===== config.mk =====
export PLATFORM = sky130hd
export DESIGN_NAME = hsds_hash
export DESIGN_NICKNAME = d
export VERILOG_FILES = /design/src/hsds_pkg.sv /design/src/hsds_hash.sv
export SDC_FILE = /design/constraint.sdc
export NUM_CORES = 1
export LEC_CHECK = 0
export BUFFER_PORTS_ARGS = -buffer_cell sky130_fd_sc_hd__buf_4
export CORE_ASPECT_RATIO = 1.75
export CORE_MARGIN = 5
export CORE_UTILIZATION = 40
export CTS_BUF_LIST = sky130_fd_sc_hd__clkbuf_8
export CTS_CLUSTER_DIAMETER = 80
export DETAILED_ROUTE_END_ITERATION = 7
export HOLD_SLACK_MARGIN = 0.15
export PLACE_DENSITY_LB_ADDON = 0.08
export SYNTH_ARGS = -nofsm -noshare
export SYNTH_HDL_FRONTEND = slang
export SYNTH_SLANG_ARGS = --single-unit

===== constraint.sdc =====
create_clock -name clk -period 5.2 [get_ports clk]
set_input_delay 0.78 -clock clk [delete_from_list [all_inputs] [get_ports clk]]
set_output_delay 0.78 -clock clk [all_outputs]
set_load 0.01 [all_outputs]

===== src/hsds_pkg.sv =====
// Package for the hashed string dedup set: capacity, hash constants, the
// sequencer state type and the command and status words of the slot table.
// No dependencies.
package hsds_pkg;

  localparam int SET_CAPACITY = 256;
  localparam int KEY_W        = 32;
  localparam int IDX_W        = $clog2(SET_CAPACITY);
  localparam int CNT_W        = $clog2(SET_CAPACITY + 1);
  localparam int OUT_CNT_W    = 9;
  localparam int BIT_W        = $clog2(KEY_W);

  localparam logic [KEY_W-1:0] OFFSET_BASIS = 32'd2166136261;
  localparam logic [KEY_W-1:0] EMPTY_KEY    = 32'd0;
  localparam logic [KEY_W-1:0] ZERO_SUB_KEY = 32'd1;

  // A power-of-two capacity takes the start slot straight from the low hash bits.
  localparam bit CAP_POW2 = (SET_CAPACITY & (SET_CAPACITY - 1)) == 0;

  typedef logic [IDX_W-1:0]     idx_t;
  typedef logic [CNT_W-1:0]     cnt_t;
  typedef logic [KEY_W-1:0]     key_t;
  typedef logic [IDX_W:0]       idx_wide_t;
  typedef logic [OUT_CNT_W-1:0] out_cnt_t;

  localparam idx_wide_t CAP_WIDE = idx_wide_t'(SET_CAPACITY);
  localparam idx_t      LAST_IDX = idx_t'(SET_CAPACITY - 1);
  localparam logic [BIT_W-1:0] TOP_BIT = BIT_W'(KEY_W - 1);

  typedef enum logic [2:0] {
    ST_IDLE,
    ST_LOAD,
    ST_REDUCE,
    ST_READ,
    ST_CHECK
  } state_t;

  typedef struct packed {
    logic clear;
    logic rd;
    logic wr;
    idx_t addr;
    key_t key;
  } tbl_cmd_t;

  typedef struct packed {
    logic slot_used;
    logic key_match;
    cnt_t count;
  } tbl_stat_t;

endpackage


===== src/hsds_hash.sv =====
// FNV-1a hash accumulator: folds in the byte of each accepted word that carries one.
// Uses hsds_pkg.
module hsds_hash (
  input  logic              clk,
  input  logic              rst_n,
  input  logic              step,
  input  logic [7:0]        text_byte,
  input  logic              restart,
  output hsds_pkg::key_t    acc
);
  import hsds_pkg::*;

  key_t acc_r;
  key_t acc_nxt;
  key_t mixed;

  // The prime 16777619 is 2^24 + 256 + 128 + 16 + 2 + 1, so the product is a shift-add.
  assign mixed = acc_r ^ {24'd0, text_byte};

  always_comb begin
    acc_nxt = acc_r;
    if (restart) begin
      acc_nxt = OFFSET_BASIS;
    end else if (step) begin
      acc_nxt = (mixed << 24) + (mixed << 8) + (mixed << 7) + (mixed << 4)
              + (mixed << 1) + mixed;
    end
  end

  always_ff @(posedge clk) begin
    if (!rst_n) begin
      acc_r <= OFFSET_BASIS;
    end else begin
      acc_r <= acc_nxt;
    end
  end

  assign acc = acc_r;

endmodule


Word-level counts from Yosys, hierarchy flattened
Cells that the tools add are included.
Widths: inputs -> output; s select.
{"block": "classes", "bitwise_logic": 2, "mul": 0, "add_sub_neg": 5, "div_mod_pow": 0, "n_reduce_logical": 1, "magnitude_cmp": 0, "n_shift": 0, "mux": 0, "eq_ne": 0}
{"cell": "$add 32x32->32", "count": 5}
{"cell": "$xor 32x8->32", "count": 1}
{"cell": "$reduce_or 2->1", "count": 1}
{"cell": "$not 1->1", "count": 1}
{"block": "word_totals", "in_bits": 12, "rom_bits": 0, "elab_cells": 9, "latch_bits": 0, "ram_bits": 0, "ff_bits": 32, "n_memories": 0}

Depth between registers and ports, before layout
{"block": "logic_depth", "depth_word": 6, "depth_mapped": 16}

Worst setup path after synthesis
OpenSTA, ideal clock, no wires.
{"block": "synth_timing", "path_kind": "input port to flip-flop", "from": "input text_byte[1]", "to": "register acc_r[24] (netlist: acc[24])", "setup_time_ns": 0.131, "t_arrival_ns": 4.287, "slack_ns": 0.782, "stages": 15, "path_cell_list": "xnor2_1 -> inv_1 -> fa_1 -> inv_1 -> fa_1 -> inv_1 -> ha_1 -> ha_1 -> a211o_1 -> a31oi_2 -> o21ai_1 -> a31oi_1 -> o221ai_1 -> xnor2_1 -> a22oi_1"}
{"block": "synth_via", "elab_chain_cells": 6}
{"element": "from (decl)", "line_no": "hsds_hash.sv:7", "rtl": "input logic [7:0] text_byte,"}
{"element": "$xor 32x8->32 *", "line_no": "hsds_hash.sv:18", "rtl": "assign mixed = acc_r ^ {24'd0, text_byte};"}
{"element": "$add 32x32->32 (3 in a row)", "line_no": "hsds_hash.sv:25", "rtl": "acc_nxt = (mixed << 24) + (mixed << 8) + (mixed << 7) + (mixed << 4)"}
{"element": "$add 32x32->32", "line_no": "hsds_hash.sv:26", "rtl": "+ (mixed << 1) + mixed;"}
{"element": "$add 32x32->32 *", "line_no": "hsds_hash.sv:26"}
{"element": "to (signal assigned)", "line_no": "hsds_hash.sv:34", "rtl": "acc_r <= acc_nxt;"}
{"element": "to (decl)", "line_no": "hsds_hash.sv:13", "rtl": "key_t acc_r;"}
Mark *: on every way between the ends. The rest lies on a longest branch, timed or not.
A chain may end at the register's enable or synchronous reset.

Worst setup path after layout
{"block": "layout_timing", "from": "input text_byte[7]", "to": "register acc_r[30] (netlist: acc[30])"}
The elaborated chain is that of the path after synthesis.

==> reports/results.ini <==
[critical_path]
cp_max_fo = 6
path_cells = buf_4 > xnor2_1 > inv_1 > ha_1 > fa_1 > inv_1 > fa_1 > inv_1 > ha_1 > a21o_1 > a21o_1 > a221oi_2 > a31oi_4 > a31oi_1 > xor2_1 > o21ai_1
cp-start-kind = input pin
startpoint = text_byte[7]
crit_path_end_kind = flip-flop
arrival_ps = 4740
critPathMaxStageDelay_ps = 530
path_common_cell = inv_1
cp_slowest_cell = fa_1
cp.required_ps = 5370
criticalPathCategory = in -> reg
crit_buf_inv = 4
path_delay_family = adder cells
r2r-start = acc[8]

[sta]
tightest_slew_ps = 884.0
max_freq_mhz = 219.1
drv_slew = 0
finalHoldViolCount = 0
fin_setup_tns_ps = 0
rsz0062_at_grt = false
maxSlewHeadroom_pct = 40.85
fin_skew_ps = 16.47
setup_viol = 0
min_period_ps = 4564
whs_ps = 532.1
timing.final.crit_share_pct = 87.78

[synthesis]
synthTopCellsByArea = fa_1, ha_1, dfxtp_1, inv_1, xnor2_1
synth_edf_count = 0
syn_area_mm2 = 0.005309
yosysMostFrequentCell = inv_1
syn-num-nets = 746
ys_top_cells_by_count = inv_1, fa_1, ha_1
yosysUniqueCellTypes = 51
yosysWarnings = 0
synth.ff_latch_count = 32
yosysTopAreaCell = fa_1
synthFlopType = dfxtp_1
synth.avg_cell_area_um2 = 8.893
yosysSeqAreaShare_pct = 12.07
synth_cells = 597
synthArstFlopShare_pct = 0
synth_top_cell_area_share_pct = 29.41

[drt]
wirelength_um = 14470
drt_iter0_drc = 127
num_vias = 4026
drc_errors = 0
postRouteAntennaNets = 0
viasPerCell = 5.045
avgRoutedWirePerCell_um = 18.14
drt-pass1-iter-count = 4

[hold_path]
hold_start = acc[30]
worstHoldPathType = reg -> reg

[clock_tree]
postCtsSetupRepairBufs = 0
worstSkewPairLatency_ps = 310
clk_pin_slew_ps = 70
cts_buffer_depth = 2
cts_tree = done
h-tree-depth = 2
holdBufCountCts = 0
cts-buffers-inserted = 5
clock_sinks = 32
clockRootBuffer = clkbuf_8
cts_resized = 0

[global_route]
grt_pass1_vias = 4422
grt_max_degree = 29
antenna_found_initial = 0
grt_pass1_wl_um = 23520
grt.overflow.total = 0
grt_usage_pct = 19.30

[final_layout]
antenna-diode-count = 0
largest_register_ffs = 32
fillers = 1369
drive_above_1_share_pct = 10.85
nets = 775
area_growth_pct = 8.555

[die]
dieWidth_um = 97.09
dieArea_mm2 = 0.01577
coreArea_mm2 = 0.01301
start_util_pct = 40.82
io_pins = 44
rows = 55
die_h_um = 162.4

[outcome]
outcome = complete, no violations

[placed_design]
gp_congestion = 0.9402
portBuffers = 43
dp_hpwl_um = 12710

[flow_run]
cap_viol_max_count = 0

## cell usage in the layout, fill, tap and decap left out, drive strengths merged, types with 2 or more instances in the layout
master / n
nor2: 21
o211ai: 12
buf: 55
fa: 78
xor2: 16
mux2i: 8
a21o: 9
o21a: 4
nand3: 4
clkbuf: 6
o21ai: 30
ha: 59
xnor2: 29
a22o: 2
a21oi: 34
nand2: 46
o21bai: 2
nand2b: 2
inv: 145
dfxtp: 32
nor3: 3
and3: 2
nand4: 2
a31oi: 8
## layout make-up
| class | count | area [um^2] | share of cell area [%] |
|---|---|---|---|
| Sequential cell | 32 | 640.6 | 11.12 |
| Tap cell | 171 | 214.0 | 3.713 |
| Multi-Input combinational cell | 389 | 3869 | 67.13 |
| Clock inverter | 2 | 7.507 | 0.1303 |
| Inverter | 143 | 536.8 | 9.314 |
| Timing Repair Buffer | 55 | 412.9 | 7.165 |
| Clock buffer | 6 | 82.58 | 1.433 |
## worst paths after layout
kind | end | cells after the start | slack [ps]
worst max-delay path | acc[30] | 16 | 640
worst min-delay path | acc[30] | 2 | 530
worst max register to register | acc[30] | 15 | 690
worst min register to register | acc[30] | 2 | 530
## worst reg2reg max path: stages (launching register included)
cell      delay, ps
dfxtp_1         410
inv_1           250
fa_1            600
inv_1            60
fa_1            540
inv_1            70
fa_1            530
inv_1            40
ha_1            390
a21o_1          230
a21o_1          190
a221oi_2        390
a31oi_4         160
a31oi_1         280
xor2_1          180
o21ai_1          70
## metrics by stage
stage,instance area [um^2],instances,util (%),worst slack (ps)
6_report,5763,798,44.31,635.6
5_1_grt,5763,798,44.31,404.8
4_1_cts,5763,798,44.31,602.5
3_5_place_dp,5673,790,43.62,324.6
3_3_place_gp,5673,790,43.62,301.5
2_1_floorplan,5309,597,-,782.1
## cells by family (layout without fill, tap and decap cells)
group                      count (synthesis)  after routing  synth area share (%)
adders and majority gates                137            137                 43.32
buffers and inverters                    176            206                 15.06
DFF                                       32             32                 12.07
muxes                                      8              8                 1.508
and+or+nand+nor                           87             87                 7.212
xor gates and xnor gates                  45             45                 7.424
AOI/OAI and AO/OA                        112            112                 13.41
## layer usage
metal	routed length (um)	track usage [%]	up-vias	part of all wire (%)
li1	-	-	1922	-
met1	5261	19.93	2014	36
met2	8331	38.62	60	58
met3	287	2.357	30	2.0
met4	592	7.668	0	4.1
met5	0	0	-	0
Power is left out: the tool's default activity adds up to more than one toggle a clock period on the data nets, which glitch-free logic cannot reach.
