## config.mk

```make
export PLATFORM = sky130hd
export DESIGN_NAME = hsds_ctrl
export DESIGN_NICKNAME = d
export VERILOG_FILES = /design/src/hsds_pkg.sv /design/src/hsds_ctrl.sv
export SDC_FILE = /design/constraint.sdc
export NUM_CORES = 1
export LEC_CHECK = 0
export BUFFER_PORTS_ARGS = -buffer_cell sky130_fd_sc_hd__buf_2
export CORE_ASPECT_RATIO = 1.5
export CORE_MARGIN = 3
export CORE_UTILIZATION = 55
export DETAILED_ROUTE_END_ITERATION = 8
export HOLD_SLACK_MARGIN = 0.02
export PLACE_DENSITY = 0.85
export SYNTH_ARGS = -nofsm -noshare
export SYNTH_HDL_FRONTEND = slang
export SYNTH_SLANG_ARGS = --single-unit
```

## constraint.sdc

```tcl
create_clock -name clk -period 20.6 [get_ports clk]
set_input_delay 2.06 -clock clk [delete_from_list [all_inputs] [get_ports clk]]
set_output_delay 2.06 -clock clk [all_outputs]
set_load 0.1 [all_outputs]
```

## src/hsds_pkg.sv

```systemverilog
// Package for the hashed string dedup set: capacity, hash constants, the
// sequencer state type and the command and status words of the slot table.
// No dependencies.
package hsds_pkg;

  localparam int SET_CAPACITY = 256;
  localparam int KEY_W        = 32;
  localparam int IDX_W        = $clog2(SET_CAPACITY);
  localparam int CNT_W        = $clog2(SET_CAPACITY + 1);
  localparam int OUT_CNT_W    = 9;
  localparam int BIT_W        = $clog2(KEY_W);

  localparam logic [KEY_W-1:0] OFFSET_BASIS = 32'd2166136261;
  localparam logic [KEY_W-1:0] EMPTY_KEY    = 32'd0;
  localparam logic [KEY_W-1:0] ZERO_SUB_KEY = 32'd1;

  // A power-of-two capacity takes the start slot straight from the low hash bits.
  localparam bit CAP_POW2 = (SET_CAPACITY & (SET_CAPACITY - 1)) == 0;

  typedef logic [IDX_W-1:0]     idx_t;
  typedef logic [CNT_W-1:0]     cnt_t;
  typedef logic [KEY_W-1:0]     key_t;
  typedef logic [IDX_W:0]       idx_wide_t;
  typedef logic [OUT_CNT_W-1:0] out_cnt_t;

  localparam idx_wide_t CAP_WIDE = idx_wide_t'(SET_CAPACITY);
  localparam idx_t      LAST_IDX = idx_t'(SET_CAPACITY - 1);
  localparam logic [BIT_W-1:0] TOP_BIT = BIT_W'(KEY_W - 1);

  typedef enum logic [2:0] {
    ST_IDLE,
    ST_LOAD,
    ST_REDUCE,
    ST_READ,
    ST_CHECK
  } state_t;

  typedef struct packed {
    logic clear;
    logic rd;
    logic wr;
    idx_t addr;
    key_t key;
  } tbl_cmd_t;

  typedef struct packed {
    logic slot_used;
    logic key_match;
    cnt_t count;
  } tbl_stat_t;

endpackage

```

## src/hsds_ctrl.sv

```systemverilog
// Probe sequencer: takes the finished hash, reduces it to a start slot, then
// walks the table one slot per read/check pair and forms the result word.
// Uses hsds_pkg; drives hsds_table through tbl_cmd_t.
module hsds_ctrl (
  input  logic                clk,
  input  logic                rst_n,
  input  logic                begin_probe,
  input  logic                clear_req,
  input  hsds_pkg::key_t      hash_in,
  input  hsds_pkg::tbl_stat_t stat,
  output hsds_pkg::tbl_cmd_t  cmd,
  output logic                busy,
  output logic                hash_restart,
  output logic                res_valid,
  output logic                res_duplicate,
  output logic                res_stored,
  output hsds_pkg::out_cnt_t  res_count
);
  import hsds_pkg::*;

  state_t state_r, state_nxt;

  key_t             key_r, key_nxt;
  key_t             hash_r, hash_nxt;
  idx_t             pos_r, pos_nxt;
  idx_t             steps_r, steps_nxt;
  logic [BIT_W-1:0] bit_r, bit_nxt;

  logic     valid_r, valid_nxt;
  logic     dup_r, dup_nxt;
  logic     stored_r, stored_nxt;
  out_cnt_t cnt_r, cnt_nxt;

  idx_wide_t trial;
  logic      probe_end;

  // One step of restoring reduction: shift in the next hash bit, subtract once.
  assign trial = {pos_r, hash_r[bit_r]};

  assign probe_end = !stat.slot_used || stat.key_match || (steps_r == LAST_IDX);

  // Next state.
  always_comb begin
    state_nxt = state_r;
    case (state_r)
      ST_IDLE:   if (begin_probe) state_nxt = ST_LOAD;
      ST_LOAD:   state_nxt = CAP_POW2 ? ST_READ : ST_REDUCE;
      ST_REDUCE: if (bit_r == '0) state_nxt = ST_READ;
      ST_READ:   state_nxt = ST_CHECK;
      ST_CHECK:  state_nxt = probe_end ? ST_IDLE : ST_READ;
      default:   state_nxt = ST_IDLE;
    endcase
  end

  // Outputs toward the hash unit and the table.
  always_comb begin
    busy         = (state_r != ST_IDLE);
    hash_restart = (state_r == ST_LOAD);
    cmd.clear    = clear_req;
    cmd.rd       = (state_r == ST_READ);
    cmd.wr       = (state_r == ST_CHECK) && !stat.slot_used;
    cmd.addr     = pos_r;
    cmd.key      = key_r;
  end

  // Datapath registers.
  always_comb begin
    key_nxt    = key_r;
    hash_nxt   = hash_r;
    pos_nxt    = pos_r;
    steps_nxt  = steps_r;
    bit_nxt    = bit_r;
    valid_nxt  = 1'b0;
    dup_nxt    = dup_r;
    stored_nxt = stored_r;
    cnt_nxt    = cnt_r;
    case (state_r)
      ST_LOAD: begin
        // A zero hash is kept as one; empty slots are marked by the occupied bits, not by zero.
        key_nxt   = (hash_in == EMPTY_KEY) ? ZERO_SUB_KEY : hash_in;
        hash_nxt  = hash_in;
        pos_nxt   = CAP_POW2 ? hash_in[IDX_W-1:0] : '0;
        steps_nxt = '0;
        bit_nxt   = TOP_BIT;
      end
      ST_REDUCE: begin
        pos_nxt = (trial >= CAP_WIDE) ? idx_t'(trial - CAP_WIDE) : idx_t'(trial);
        bit_nxt = bit_r - 1'b1;
      end
      ST_CHECK: begin
        if (probe_end) begin
          valid_nxt  = 1'b1;
          dup_nxt    = stat.slot_used && stat.key_match;
          stored_nxt = !stat.slot_used;
          cnt_nxt    = stat.slot_used ? out_cnt_t'(stat.count)
                                      : out_cnt_t'(stat.count + cnt_t'(1));
        end else begin
          pos_nxt   = (pos_r == LAST_IDX) ? '0 : pos_r + idx_t'(1);
          steps_nxt = steps_r + idx_t'(1);
        end
      end
      default: begin
      end
    endcase
  end

  always_ff @(posedge clk) begin
    if (!rst_n) begin
      state_r <= ST_IDLE;
      valid_r <= 1'b0;
    end else begin
      state_r <= state_nxt;
      valid_r <= valid_nxt;
    end
  end

  always_ff @(posedge clk) begin
    key_r    <= key_nxt;
    hash_r   <= hash_nxt;
    pos_r    <= pos_nxt;
    steps_r  <= steps_nxt;
    bit_r    <= bit_nxt;
    dup_r    <= dup_nxt;
    stored_r <= stored_nxt;
    cnt_r    <= cnt_nxt;
  end

  assign res_valid     = valid_r;
  assign res_duplicate = dup_r;
  assign res_stored    = stored_r;
  assign res_count     = cnt_r;

endmodule
```

# Yosys cells after proc, flatten, opt, wreduce, memory -nomap -nowiden
# Index checks and enable logic that the tools add are counted.
[classes]
n_addsub = 5
n_eq_ne = 9
magnitude_cmp = 2
reduce_logical = 17
mux = 15
[ops]
columns = ["cell", "count"]
rows = [
  ["$logic_not A32 Y1", 1],
  ["$mux W8", 4],
  ["$pmux W8 S3", 1],
  ["$add A8 B1 Y8 const B", 2],
  ["$eq A8 B8 Y1 const B", 2],
  ["$pmux W8 S2", 1],
  ["$pmux W3 S5", 1],
  ["$pmux W5 S2", 1],
  ["$reduce_and A2 Y1", 5],
  ["$add A9 B1 Y9 const B", 1],
  ["$ge A9 B9 Y1 const B", 1],
  ["$mux W9", 1],
  ["$sub A8 B1 Y8 const B", 1],
  ["$eq A3 B2 Y1 const B", 2],
  ["$lt A5 B6 Y1 const B", 1],
  ["$mux W3", 2],
  ["$ne A2 B2 Y1 const B", 3],
  ["$reduce_bool A3 Y1", 2],
  ["$bmux W1 S5", 1],
  ["$logic_not A5 Y1", 1],
  ["$sub A5 B1 Y5 const B", 1],
  ["$reduce_bool A2 Y1", 2],
  ["$eq A3 B1 Y1 const B", 1],
  ["$eq A3 B3 Y1 const B", 1],
  ["6 further kinds", 9],
]
[word_totals]
elab_cells = 58
out_inout_bits = 57
reg_bits = 100

# Longest topological paths before layout
# Gate-level depths: netlist of the first run.
[depth]
ltp_word = 5
depth_mapped = 6
mapped_depth_nobuf = 5

# Least setup slack after synthesis of the first run
# OpenSTA, ideal clock, no wires.
[synth_timing]
path_kind = "register to output"
start = "reg state_r[0]"
end = "out hash_restart"
setup_slack_ns = 11.228
arrival_time_ns = 7.312
t_required_ns = 18.540
path_buffers = 0
stages_incl_launch_ff = 2
path_cell_list = "dfxtp_1 -> nor3b_1"
[synth_via]
elab_chain_len = 1
[synth_lines]
columns = ["element", "line_no", "source"]
rows = [
  ["start: declaration", "hsds_ctrl.sv:21", "state_t state_r, state_nxt;"],
  ["start signal: assignment", "hsds_ctrl.sv:112", "state_r <= state_nxt;"],
  ["$eq A3 B1 Y1", "hsds_ctrl.sv:58", "hash_restart = (state_r == ST_LOAD);"],
  ["end: declaration", "hsds_ctrl.sv:13", "output logic hash_restart,"],
]
# Every way passes these cells.

==> results of run 1 <==
routing by layer:
metal	vias to the layer above	global-route usage
met5	-	0
met3	12	0.0545
met2	95	0.320
met1	1244	0.220
met4	0	0.0772
li1	1239	-
cells in the final DEF (no fill, tap or decap), types with 4 or more instances in the layout:
| cell type | synthesis | final |
|---|---|---|
| and2_1 | 4 | 4 |
| clkbuf_8 | 0 | 9 |
| nand2_1 | 20 | 20 |
| nor2_1 | 19 | 19 |
| xor2_1 | 7 | 7 |
| mux2i_1 | 4 | 4 |
| a21oi_1 | 4 | 4 |
| nor3_1 | 6 | 6 |
| nand3_1 | 10 | 10 |
| nor4_1 | 8 | 8 |
| a221o_1 | 5 | 5 |
| inv_1 | 7 | 7 |
| o211ai_1 | 4 | 4 |
| xnor2_1 | 13 | 13 |
| edfxtp_1 | 96 | 96 |
| ha_1 | 5 | 5 |
| buf_2 | 1 | 101 |
| dfxtp_1 | 4 | 4 |
power groups by stage:
stage	sequential, mW	clock, mW	combinational (mW)
floorplan	0.358	0	0.0495
global placement	0.272	0	0.155
detailed placement	0.274	0	0.157
CTS	0.269	0.123	0.157
global route	0.272	0.130	0.164
finish	0.269	0.120	0.156
through the flow:
step,instance area (sq um),util
2_1_floorplan,4260,-
3_3_place_gp,4750,0.644
3_5_place_dp,4750,0.644
4_1_cts,4930,0.669
5_1_grt,4930,0.669
6_report,4930,0.669
state kept, by name, indices dropped and copies added (netlist names):
name and cells:
bit_r 5, hash_r 32, key_r 32, pos_r 8
res_count 9, res_duplicate 1, res_stored 1, res_valid 1
state_r 3, steps_r 8
worst max-delay path: stages:
cell and delay, ns:
buf_2 0.15, nor2_1 0.11, buf_2 0.44
logic make-up (layout without fill, tap and decap cells):
family | after synthesis | in the layout
and+or+nand+nor | 85 | 85
xor gates and xnor gates | 20 | 20
DFF | 100 | 100
adders and majority gates | 5 | 5
muxes | 13 | 13
buffers and inverters | 45 | 124
AOI/OAI and AO/OA | 28 | 28
cell type report:
class                      instances  area, sq um  area share
clock buffer                       9          124      0.0251
sequential                       100         2960       0.601
timing repair buffer             102          513       0.104
clock inverter                     6         62.6      0.0127
inverter                           7         26.3     0.00533
multi-input combinational        151         1120       0.227
tap                              100          125      0.0254
path summary, 6_finish.rpt:
| kind | from | to | depth (start not counted) |
|---|---|---|---|
| hold / removal | steps_r[0]$_SDFFCE_PN0P_ | steps_r[0]$_SDFFCE_PN0P_ | 1 |
| setup / recovery | stat[10] | cmd[40] | 3 |
| setup reg to reg | state_r[0]$_SDFFE_PN0P_ | pos_r[2]$_DFFE_PP_ | 4 |
| hold reg to reg | steps_r[0]$_SDFFCE_PN0P_ | steps_r[0]$_SDFFCE_PN0P_ | 1 |
==> out/results.tsv, run 1 <==
stage	metric	value	unit
outcome	outcome	finished, final reports clean	
layout	diodes	0	
power_and_ir_drop	switchingPower	0.206	mW
placed_design	dp.cells	460	
power_and_ir_drop	power.internal	0.339	mW
power_and_ir_drop	powerDensity	111	nW/um^2
worst_setup_path	path_max_fanout	8	
synthesis	synth_top_cell_area_share	0.676	
die	dieArea	8860	sq um
worst_hold_path	hold_path.class	flop to flop	
synthesis	yosysSeqAreaShare	0.695	
synthesis	synth_fp_nets	348	
cts	cts_resized	0	
routing	met1_length	3100	microns
power_and_ir_drop	switching_share	0.378	
synthesis	synthMuxAreaShare	0.0517	
global_route	grt_pass1_wl	12800	microns
placed_design	place_ws	15.78	ns
global_route	grt_antenna_before_repair	0	
sta	slew_violations	0	
worst_setup_path	crit_type	input port to output pin	
routing	dr_wl_met2	4010	microns
layout	drive_gt1_frac	0.339	
cts	clkTransAtPathRegs	0.09	ns
sta	tns	0	ns
routing	drt-initial-drc-count	117	
global_route	grt_overflow	0	
worst_setup_path	crit_path_end_kind	output pin	
synthesis	synth_area	4260	sq um
routing	via_count	2590	
cts	cts_buffer_depth	2	
global_route	first_global_vias	2672	
synthesis	synth_xor_area_frac	0.0411	
power_and_ir_drop	power	0.545	mW
global_route	grtUsageTotal	0.187	
cts	ctsHoldBuffers	0	
synthesis	ys_top_cells_by_count	edfxtp_1, clkbuf_1, nand2_1	
synthesis	syn_area_per_cell	14.4	sq um
sta	timing_hold_violations_final	0	
synthesis	synth-simple-area-share	0.101	
power_and_ir_drop	leakagePower	1.87	nW
cts	post_cts_buffers	0	
synthesis	async_reset_ff_frac	0	
synthesis	yosysTopAreaCell	edfxtp_1	
placed_design	port_buffers	101	
sta	setup_slack	15.78	ns
die	io_pins	104	
placed_design	place_hpwl	5590	microns
synthesis	synth_compound_area_frac	0.0531	
layout	fillCellCount	514	
cts	clock_latency	0.36	ns
die	die_h	114	microns
layout	syn_to_final_growth	15.7	%
routing	ant_nets	0	
die	core	7370	sq um
sta	finalSetupViolCount	0	
synthesis	ys_types	43	
die	start_util	0.578	
worst_setup_path	worstPathRequired	18.54	ns
synthesis	synth_edf_count	96	
sta	holdWs	0.605	ns
placed_design	place_congestion	0.812	
routing	drcViolationCount	0	
synthesis	synth_ff_type	edfxtp_1	
flow_run	maxCapViolCount	0	
cts	cts_sinks	100	
routing	drt_pass1_iterations	4	
sta	skew	0.00726	ns
global_route	grt_max_degree	68	
layout	final_nets	423	
sta	tightest_slew	0.914	ns
synthesis	ys_warn_count	0	
cts	cts_root_buf	clkbuf_8	
synthesis	synthAdderAreaFrac	0.0147	
power_and_ir_drop	seq_power_share	0.493	
cts	cts_buffers	9	
layout	finalNonFillerCells	475	
cts	cts_htree_levels	3	
sta	fmax	208	MHz
routing	totalWireLength	7740	microns
worst_setup_path	ff2ff_setup_slack	18.19	ns
sta	finalCritPeriodShare	0.234	
sta	rsz0062_at_grt	no	
routing	wl_met3	473	microns
synthesis	synth_cells	296	
die	die_w	77.9	microns
worst_setup_path	critPathArrivalTime	2.76	ns
synthesis	synth_top_family_by_area	simple AND/OR/NAND/NOR gates	
worst_setup_path	cp-start-kind	input port	
power_and_ir_drop	peakVddDrop	83.1	uV
die	rows	38	
synthesis	synth.area.top_cells	edfxtp_1, clkbuf_1, xnor2_1	
sta	relSlewSlack	0.388	
routing	drt-wirelength-per-cell	16.3	microns
synthesis	yosysMostFrequentCell	edfxtp_1	
power_and_ir_drop	p_clk_frac	0.220	
power_and_ir_drop	p_comb_frac	0.287	
routing	routed.top_layer	met4	
sta	fin_crit	4.82	ns
cts	tritoncts	yes	
routing	drt-vias-per-instance	5.45	
synthesis	ys_seq_elements	100	
Note: power is estimated with default switching activity, not from simulation.
==> inputs of run 2 (changes only) <==
--- a/config.mk
+++ b/config.mk
@@ -8,10 +8,10 @@
 export BUFFER_PORTS_ARGS = -buffer_cell sky130_fd_sc_hd__buf_2
 export CORE_ASPECT_RATIO = 1.5
 export CORE_MARGIN = 3
-export CORE_UTILIZATION = 55
+export CORE_UTILIZATION = 53
 export DETAILED_ROUTE_END_ITERATION = 8
 export HOLD_SLACK_MARGIN = 0.02
-export PLACE_DENSITY = 0.85
+export PLACE_DENSITY = 0.82
 export SYNTH_ARGS = -nofsm -noshare
 export SYNTH_HDL_FRONTEND = slang
 export SYNTH_SLANG_ARGS = --single-unit
==> constraint.sdc (replaced) <==
create_clock -name clk -period 4.73 [get_ports clk]
set_input_delay 0.473 -clock clk [delete_from_list [all_inputs] [get_ports clk]]
set_output_delay 0.473 -clock clk [all_outputs]
set_load 0.1 [all_outputs]
==> out/results.tsv, run 2 (synthesized netlist as in run 1, its figures left out) <==
stage	metric	value	unit	change
worst_hold_path	whs_path_depth	1		unchanged
die	dieArea	9180	sq um	+3.5%
routing	totalWireLength	8300	microns	+7.2%
worst_setup_path	r2r-end	pos_r[2]$_DFFE_PP_		
layout	utilization	0.654		-0.0157
placed_design	place_hpwl	5850	microns	+4.7%
global_route	grt_antenna_before_repair	0		unchanged
power_and_ir_drop	peakVddDrop	333	uV	+300%
die	rows	39		+2.6%
global_route	grt_overflow	0		unchanged
routing	drt-wirelength-per-cell	17.4	microns	+6.6%
worst_setup_path	ff2ff_setup_slack	2.29	ns	-15.90 ns
routing	via_count	2660		+2.7%
sta	finalCritPeriodShare	0.587		
layout	drive_gt1_frac	0.343		+0.00442
cts	tritoncts	yes		
cts	clock_latency	0.34	ns	-0.02 ns
worst_setup_path	critPathArrivalTime	2.30	ns	-0.46 ns
sta	relSlewSlack	0.334		-0.0538
cts	cts_buffer_depth	2		unchanged
worst_setup_path	reg2regPathDepth	3		-1
power_and_ir_drop	powerDensity	507	nW/um^2	+360%
die	start_util	0.553		-0.0255
sta	rsz0062_at_grt	no		
cts	cts_htree_levels	3		unchanged
cts	clkTransAtPathRegs	0.07	ns	-0.02 ns
layout	final_nets	423		unchanged
global_route	grt_pass1_wl	13200	microns	+3.0%
cts	cts_resized	0		unchanged
die	die_w	79.2	microns	+1.7%
worst_hold_path	hold_path.class	input port to flop		
sta	finalSetupViolCount	0		unchanged
placed_design	place_congestion	0.837		+3.1%
global_route	grt_max_degree	66		-2.9%
worst_setup_path	path_max_fanout	65		+57
sta	skew	0.00496	ns	-0.00230 ns
routing	drt-vias-per-instance	5.56		+2.1%
die	io_pins	104		unchanged
sta	fmax	360	MHz	
worst_hold_path	min_to	key_r[31]$_SDFFCE_PN0P_		
routing	drt-initial-drc-count	215		+84%
routing	ant_nets	0		unchanged
layout	syn_to_final_growth	18.2	%	
worst_hold_path	worstHoldStart	hash_in[31]		
sta	slew_violations	0		unchanged
power_and_ir_drop	leakagePower	1.91	nW	+2.6%
layout	diodes	0		unchanged
layout	layout_common_cells	buf_2, edfxtp_1, nand2_1		
worst_setup_path	crit_path_end_kind	output pin		
die	core	7710	sq um	+4.6%
layout	fillCellCount	551		+7.2%
cts	cts_buffers	9		unchanged
sta	timing_hold_violations_final	0		unchanged
sta	fin_crit	2.78	ns	
worst_setup_path	worstPathRequired	4.26	ns	-14.28 ns
flow_run	maxCapViolCount	0		unchanged
die	die_h	116	microns	+1.8%
placed_design	port_buffers	101		unchanged
global_route	first_global_vias	2782		+4.1%
sta	tns	0	ns	unchanged
worst_setup_path	crit_type	flop to output pin		
global_route	grtUsageTotal	0.189		+0.00188
sta	tightest_slew	0.995	ns	+0.0804 ns
outcome	outcome	finished, final reports clean		
cts	cts_sinks	100		unchanged
routing	drcViolationCount	0		unchanged
cts	cts_root_buf	clkbuf_16		
worst_setup_path	cp-start-kind	flop		
layout	mostFrequentLayoutCell	buf_2		
cts	ctsHoldBuffers	0		unchanged
worst_setup_path	r2r-start	state_r[1]$_SDFFE_PN0P_		
routing	drt_pass1_iterations	4		unchanged
cts	post_cts_buffers	0		unchanged
-- run 2: changes by cell type in the layout (fill, tap and decap cells not counted), sizes merged --
cell / delta
clkinvlp: -1
clkinv: +2
inv: +1
bufinv: -1
-- run 2: final cells by class --
class | instances | area, sq um | share of cell area
Tap cell | 102 | 128 | 0.0253
Clock buffer | 9 | 225 | 0.0447
Sequential cell | 100 | 2960 | 0.588
Clock inverter | 7 | 58.8 | 0.0117
Multi-Input combinational cell | 151 | 1120 | 0.223
Inverter | 7 | 26.3 | 0.00521
Timing Repair Buffer | 102 | 513 | 0.102
-- run 2: worst max-delay path, cell delays in order, from the launching register on --
cell	delay (ns)
dfxtp_1	0.46
nor3b_4	0.28
buf_4	0.66
buf_2	0.55
-- run 2: how the worst max path moves through the flow --
stage,slack (ns),endpoint,from
2_1_floorplan,0.76,pos_r[0]$_DFFE_PP_,state_r[0]$_SDFFE_PN0P_
3_3_place_gp,2.41,hash_restart,state_r[0]$_SDFFE_PN0P_
3_5_place_dp,2.30,hash_restart,state_r[0]$_SDFFE_PN0P_
4_1_cts,1.93,hash_restart,state_r[0]$_SDFFE_PN0P_
5_1_grt,1.78,hash_restart,state_r[0]$_SDFFE_PN0P_
6_report,1.95,hash_restart,state_r[0]$_SDFFE_PN0P_
-- run 2: routing by layer --
metal / vias to the layer above / global-route usage / part of all wire
li1: 1246 / - / -
met1: 1290 / 0.217 / 0.37
met2: 112 / 0.341 / 0.55
met3: 12 / 0.0451 / 0.069
met4: 0 / 0.0722 / 0.018
met5: - / 0 / 0
-- run 2: report_power, final --
part	switching, mW	internal [mW]	total, mW
combinational	0.560	0.125	0.685
clock	0.328	0.365	0.693
sequential	0.0642	1.11	1.18
total	0.952	1.60	2.56
-- run 2: stage by stage --
step | instance area [sq um] | hold WS [ns] | total power [mW] | setup slack, ns | instances
2_1_floorplan | 4270 | 0.563 | 1.76 | 0.760 | 296
3_3_place_gp | 4750 | 0.574 | 1.86 | 2.41 | 462
3_5_place_dp | 4750 | 0.593 | 1.88 | 2.30 | 462
4_1_cts | 5040 | 0.328 | 2.57 | 1.93 | 478
5_1_grt | 5040 | 0.324 | 2.64 | 1.78 | 478
6_report | 5040 | 0.341 | 2.56 | 1.95 | 478
==> inputs of run 3 (changes only) <==
--- a/config.mk
+++ b/config.mk
@@ -8,10 +8,10 @@
 export BUFFER_PORTS_ARGS = -buffer_cell sky130_fd_sc_hd__buf_2
 export CORE_ASPECT_RATIO = 1.5
 export CORE_MARGIN = 3
-export CORE_UTILIZATION = 53
+export CORE_UTILIZATION = 48
 export DETAILED_ROUTE_END_ITERATION = 8
 export HOLD_SLACK_MARGIN = 0.02
-export PLACE_DENSITY = 0.82
+export PLACE_DENSITY = 0.79
 export SYNTH_ARGS = -nofsm -noshare
 export SYNTH_HDL_FRONTEND = slang
 export SYNTH_SLANG_ARGS = --single-unit
==> constraint.sdc (replaced) <==
create_clock -name clk -period 2.45 [get_ports clk]
set_input_delay 0.245 -clock clk [delete_from_list [all_inputs] [get_ports clk]]
set_output_delay 0.245 -clock clk [all_outputs]
set_load 0.1 [all_outputs]
==> out/results.tsv, run 3 (synthesized netlist as in run 1, its figures left out) <==
stage	metric	value	unit	change
worst_setup_path	crit_type	flop to flop		
cts	cts_sinks	100		unchanged
worst_hold_path	whs_path_depth	1		unchanged
sta	tightest_slew	0.557	ns	-0.438 ns
worst_setup_path	cp-start-kind	flop		
die	rows	41		+5.1%
cts	cts_buffer_depth	2		unchanged
routing	ant_nets	0		unchanged
routing	drt_pass1_iterations	4		unchanged
routing	drt-vias-per-instance	5.41		-2.7%
worst_setup_path	path_max_fanout	11		-83%
die	die_h	121	microns	+4.8%
sta	timing_hold_violations_final	0		unchanged
sta	slew_violations	0		unchanged
layout	final_nets	430		+1.7%
placed_design	dp.cells	474		+2.6%
sta	fmax	478	MHz	
cts	clock_latency	0.34	ns	about the same
layout	drive_gt1_frac	0.366		+0.0225
layout	diodes	0		unchanged
placed_design	place_hpwl	5750	microns	-1.6%
power_and_ir_drop	powerDensity	979	nW/um^2	+93%
layout	layout_common_cells	buf_2, edfxtp_1, nand2_1		
routing	drt-initial-drc-count	135		-37%
die	core	8520	sq um	+10%
layout	finalNonFillerCells	490		+2.5%
cts	cts_htree_levels	3		unchanged
cts	clkTransAtPathRegs	0.07	ns	about the same
layout	syn_to_final_growth	20.4	%	
die	start_util	0.500		-0.0523
cts	post_cts_buffers	0		unchanged
sta	relSlewSlack	0.627		+0.293
sta	finalSetupViolCount	0		unchanged
global_route	grt_overflow	0		unchanged
worst_setup_path	worstPathRequired	2.55	ns	-1.71 ns
die	io_pins	104		unchanged
worst_setup_path	critPathArrivalTime	2.19	ns	-0.11 ns
sta	rsz0062_at_grt	no		
power_and_ir_drop	power	5.03	mW	+97%
sta	setup_slack	0.357	ns	-1.60 ns
worst_setup_path	crit_path_end_kind	flop		
routing	drt-wirelength-per-cell	16.3	microns	-5.9%
layout	utilization	0.603		-0.0508
placed_design	port_buffers	101		unchanged
power_and_ir_drop	peakVddDrop	909	uV	+170%
global_route	grt_max_degree	38		-42%
outcome	outcome	finished, final reports clean		
routing	totalWireLength	8000	microns	-3.5%
cts	tritoncts	yes		
sta	holdWs	0.106	ns	-0.235 ns
routing	via_count	2653		-0.26%
die	die_w	82.9	microns	+4.7%
layout	design_area	5130	sq um	+1.9%
flow_run	maxCapViolCount	0		unchanged
layout	mostFrequentLayoutCell	buf_2		
routing	drcViolationCount	0		unchanged
sta	skew	0.00480	ns	-0.000164 ns
global_route	grtUsageTotal	0.173		-0.0166
sta	finalCritPeriodShare	0.854		
worst_hold_path	hold_path.class	input port to flop		
sta	tns	0	ns	unchanged
global_route	grt_antenna_before_repair	0		unchanged
placed_design	place_congestion	0.799		-4.6%
cts	cts_root_buf	clkbuf_16		
placed_design	place_ws	0.374	ns	-1.93 ns
cts	cts_resized	0		unchanged
cts	cts_buffers	9		unchanged
cts	ctsHoldBuffers	0		unchanged
sta	fin_crit	2.09	ns	
power_and_ir_drop	leakagePower	1.97	nW	+2.7%
global_route	first_global_vias	2768		-0.50%
global_route	grt_pass1_wl	13400	microns	+2.0%
worst_setup_path	reg2regPathDepth	5		+2
die	dieArea	10100	sq um	+9.7%
placed_design	dpl_cell_area	4830	sq um	+1.7%
-- run 3: layout make-up --
class,count,area (sq um)
flip-flops and latches,100,2970
inverters,7,26.3
clock buffers,9,225
repair buffers,109,566
well taps,107,134
clock inverters,7,73.8
multi-input cells,151,1140
fillers,690,3380
-- run 3: critical path: stages (launching register included) --
cell and delay [ns]:
edfxtp_1 0.68, buf_4 0.23, mux2_2 0.34, a221oi_2 0.24, o211ai_1 0.13, a31o_1 0.24
-- run 3: path summary, 6_finish.rpt --
check,end,slack (ns),start
worst max-delay path,pos_r[0]$_DFFE_PP_,0.36,bit_r[0]$_SDFFCE_PP1P_
worst min-delay path,key_r[24]$_SDFFCE_PN0P_,0.11,hash_in[24]
worst max register to register,pos_r[0]$_DFFE_PP_,0.36,bit_r[0]$_SDFFCE_PP1P_
worst min register to register,steps_r[0]$_SDFFCE_PN0P_,0.61,steps_r[0]$_SDFFCE_PN0P_
-- run 3: per-layer routing --
layer,track usage,part of all wire,vias up
met3,0.0611,0.065,17
met4,0.0849,0.027,0
met2,0.285,0.52,101
met1,0.199,0.39,1282
li1,-,-,1253
met5,0,0,-
-- run 3: where the power goes --
part / total (mW) / leakage [nW] / switching [mW] / internal, mW
Clock: 1.41 / 0.148 / 0.613 / 0.799
Sequential: 2.27 / 0.920 / 0.119 / 2.15
Combinational: 1.35 / 0.897 / 1.08 / 0.268
Total: 5.03 / 1.97 / 1.81 / 3.21
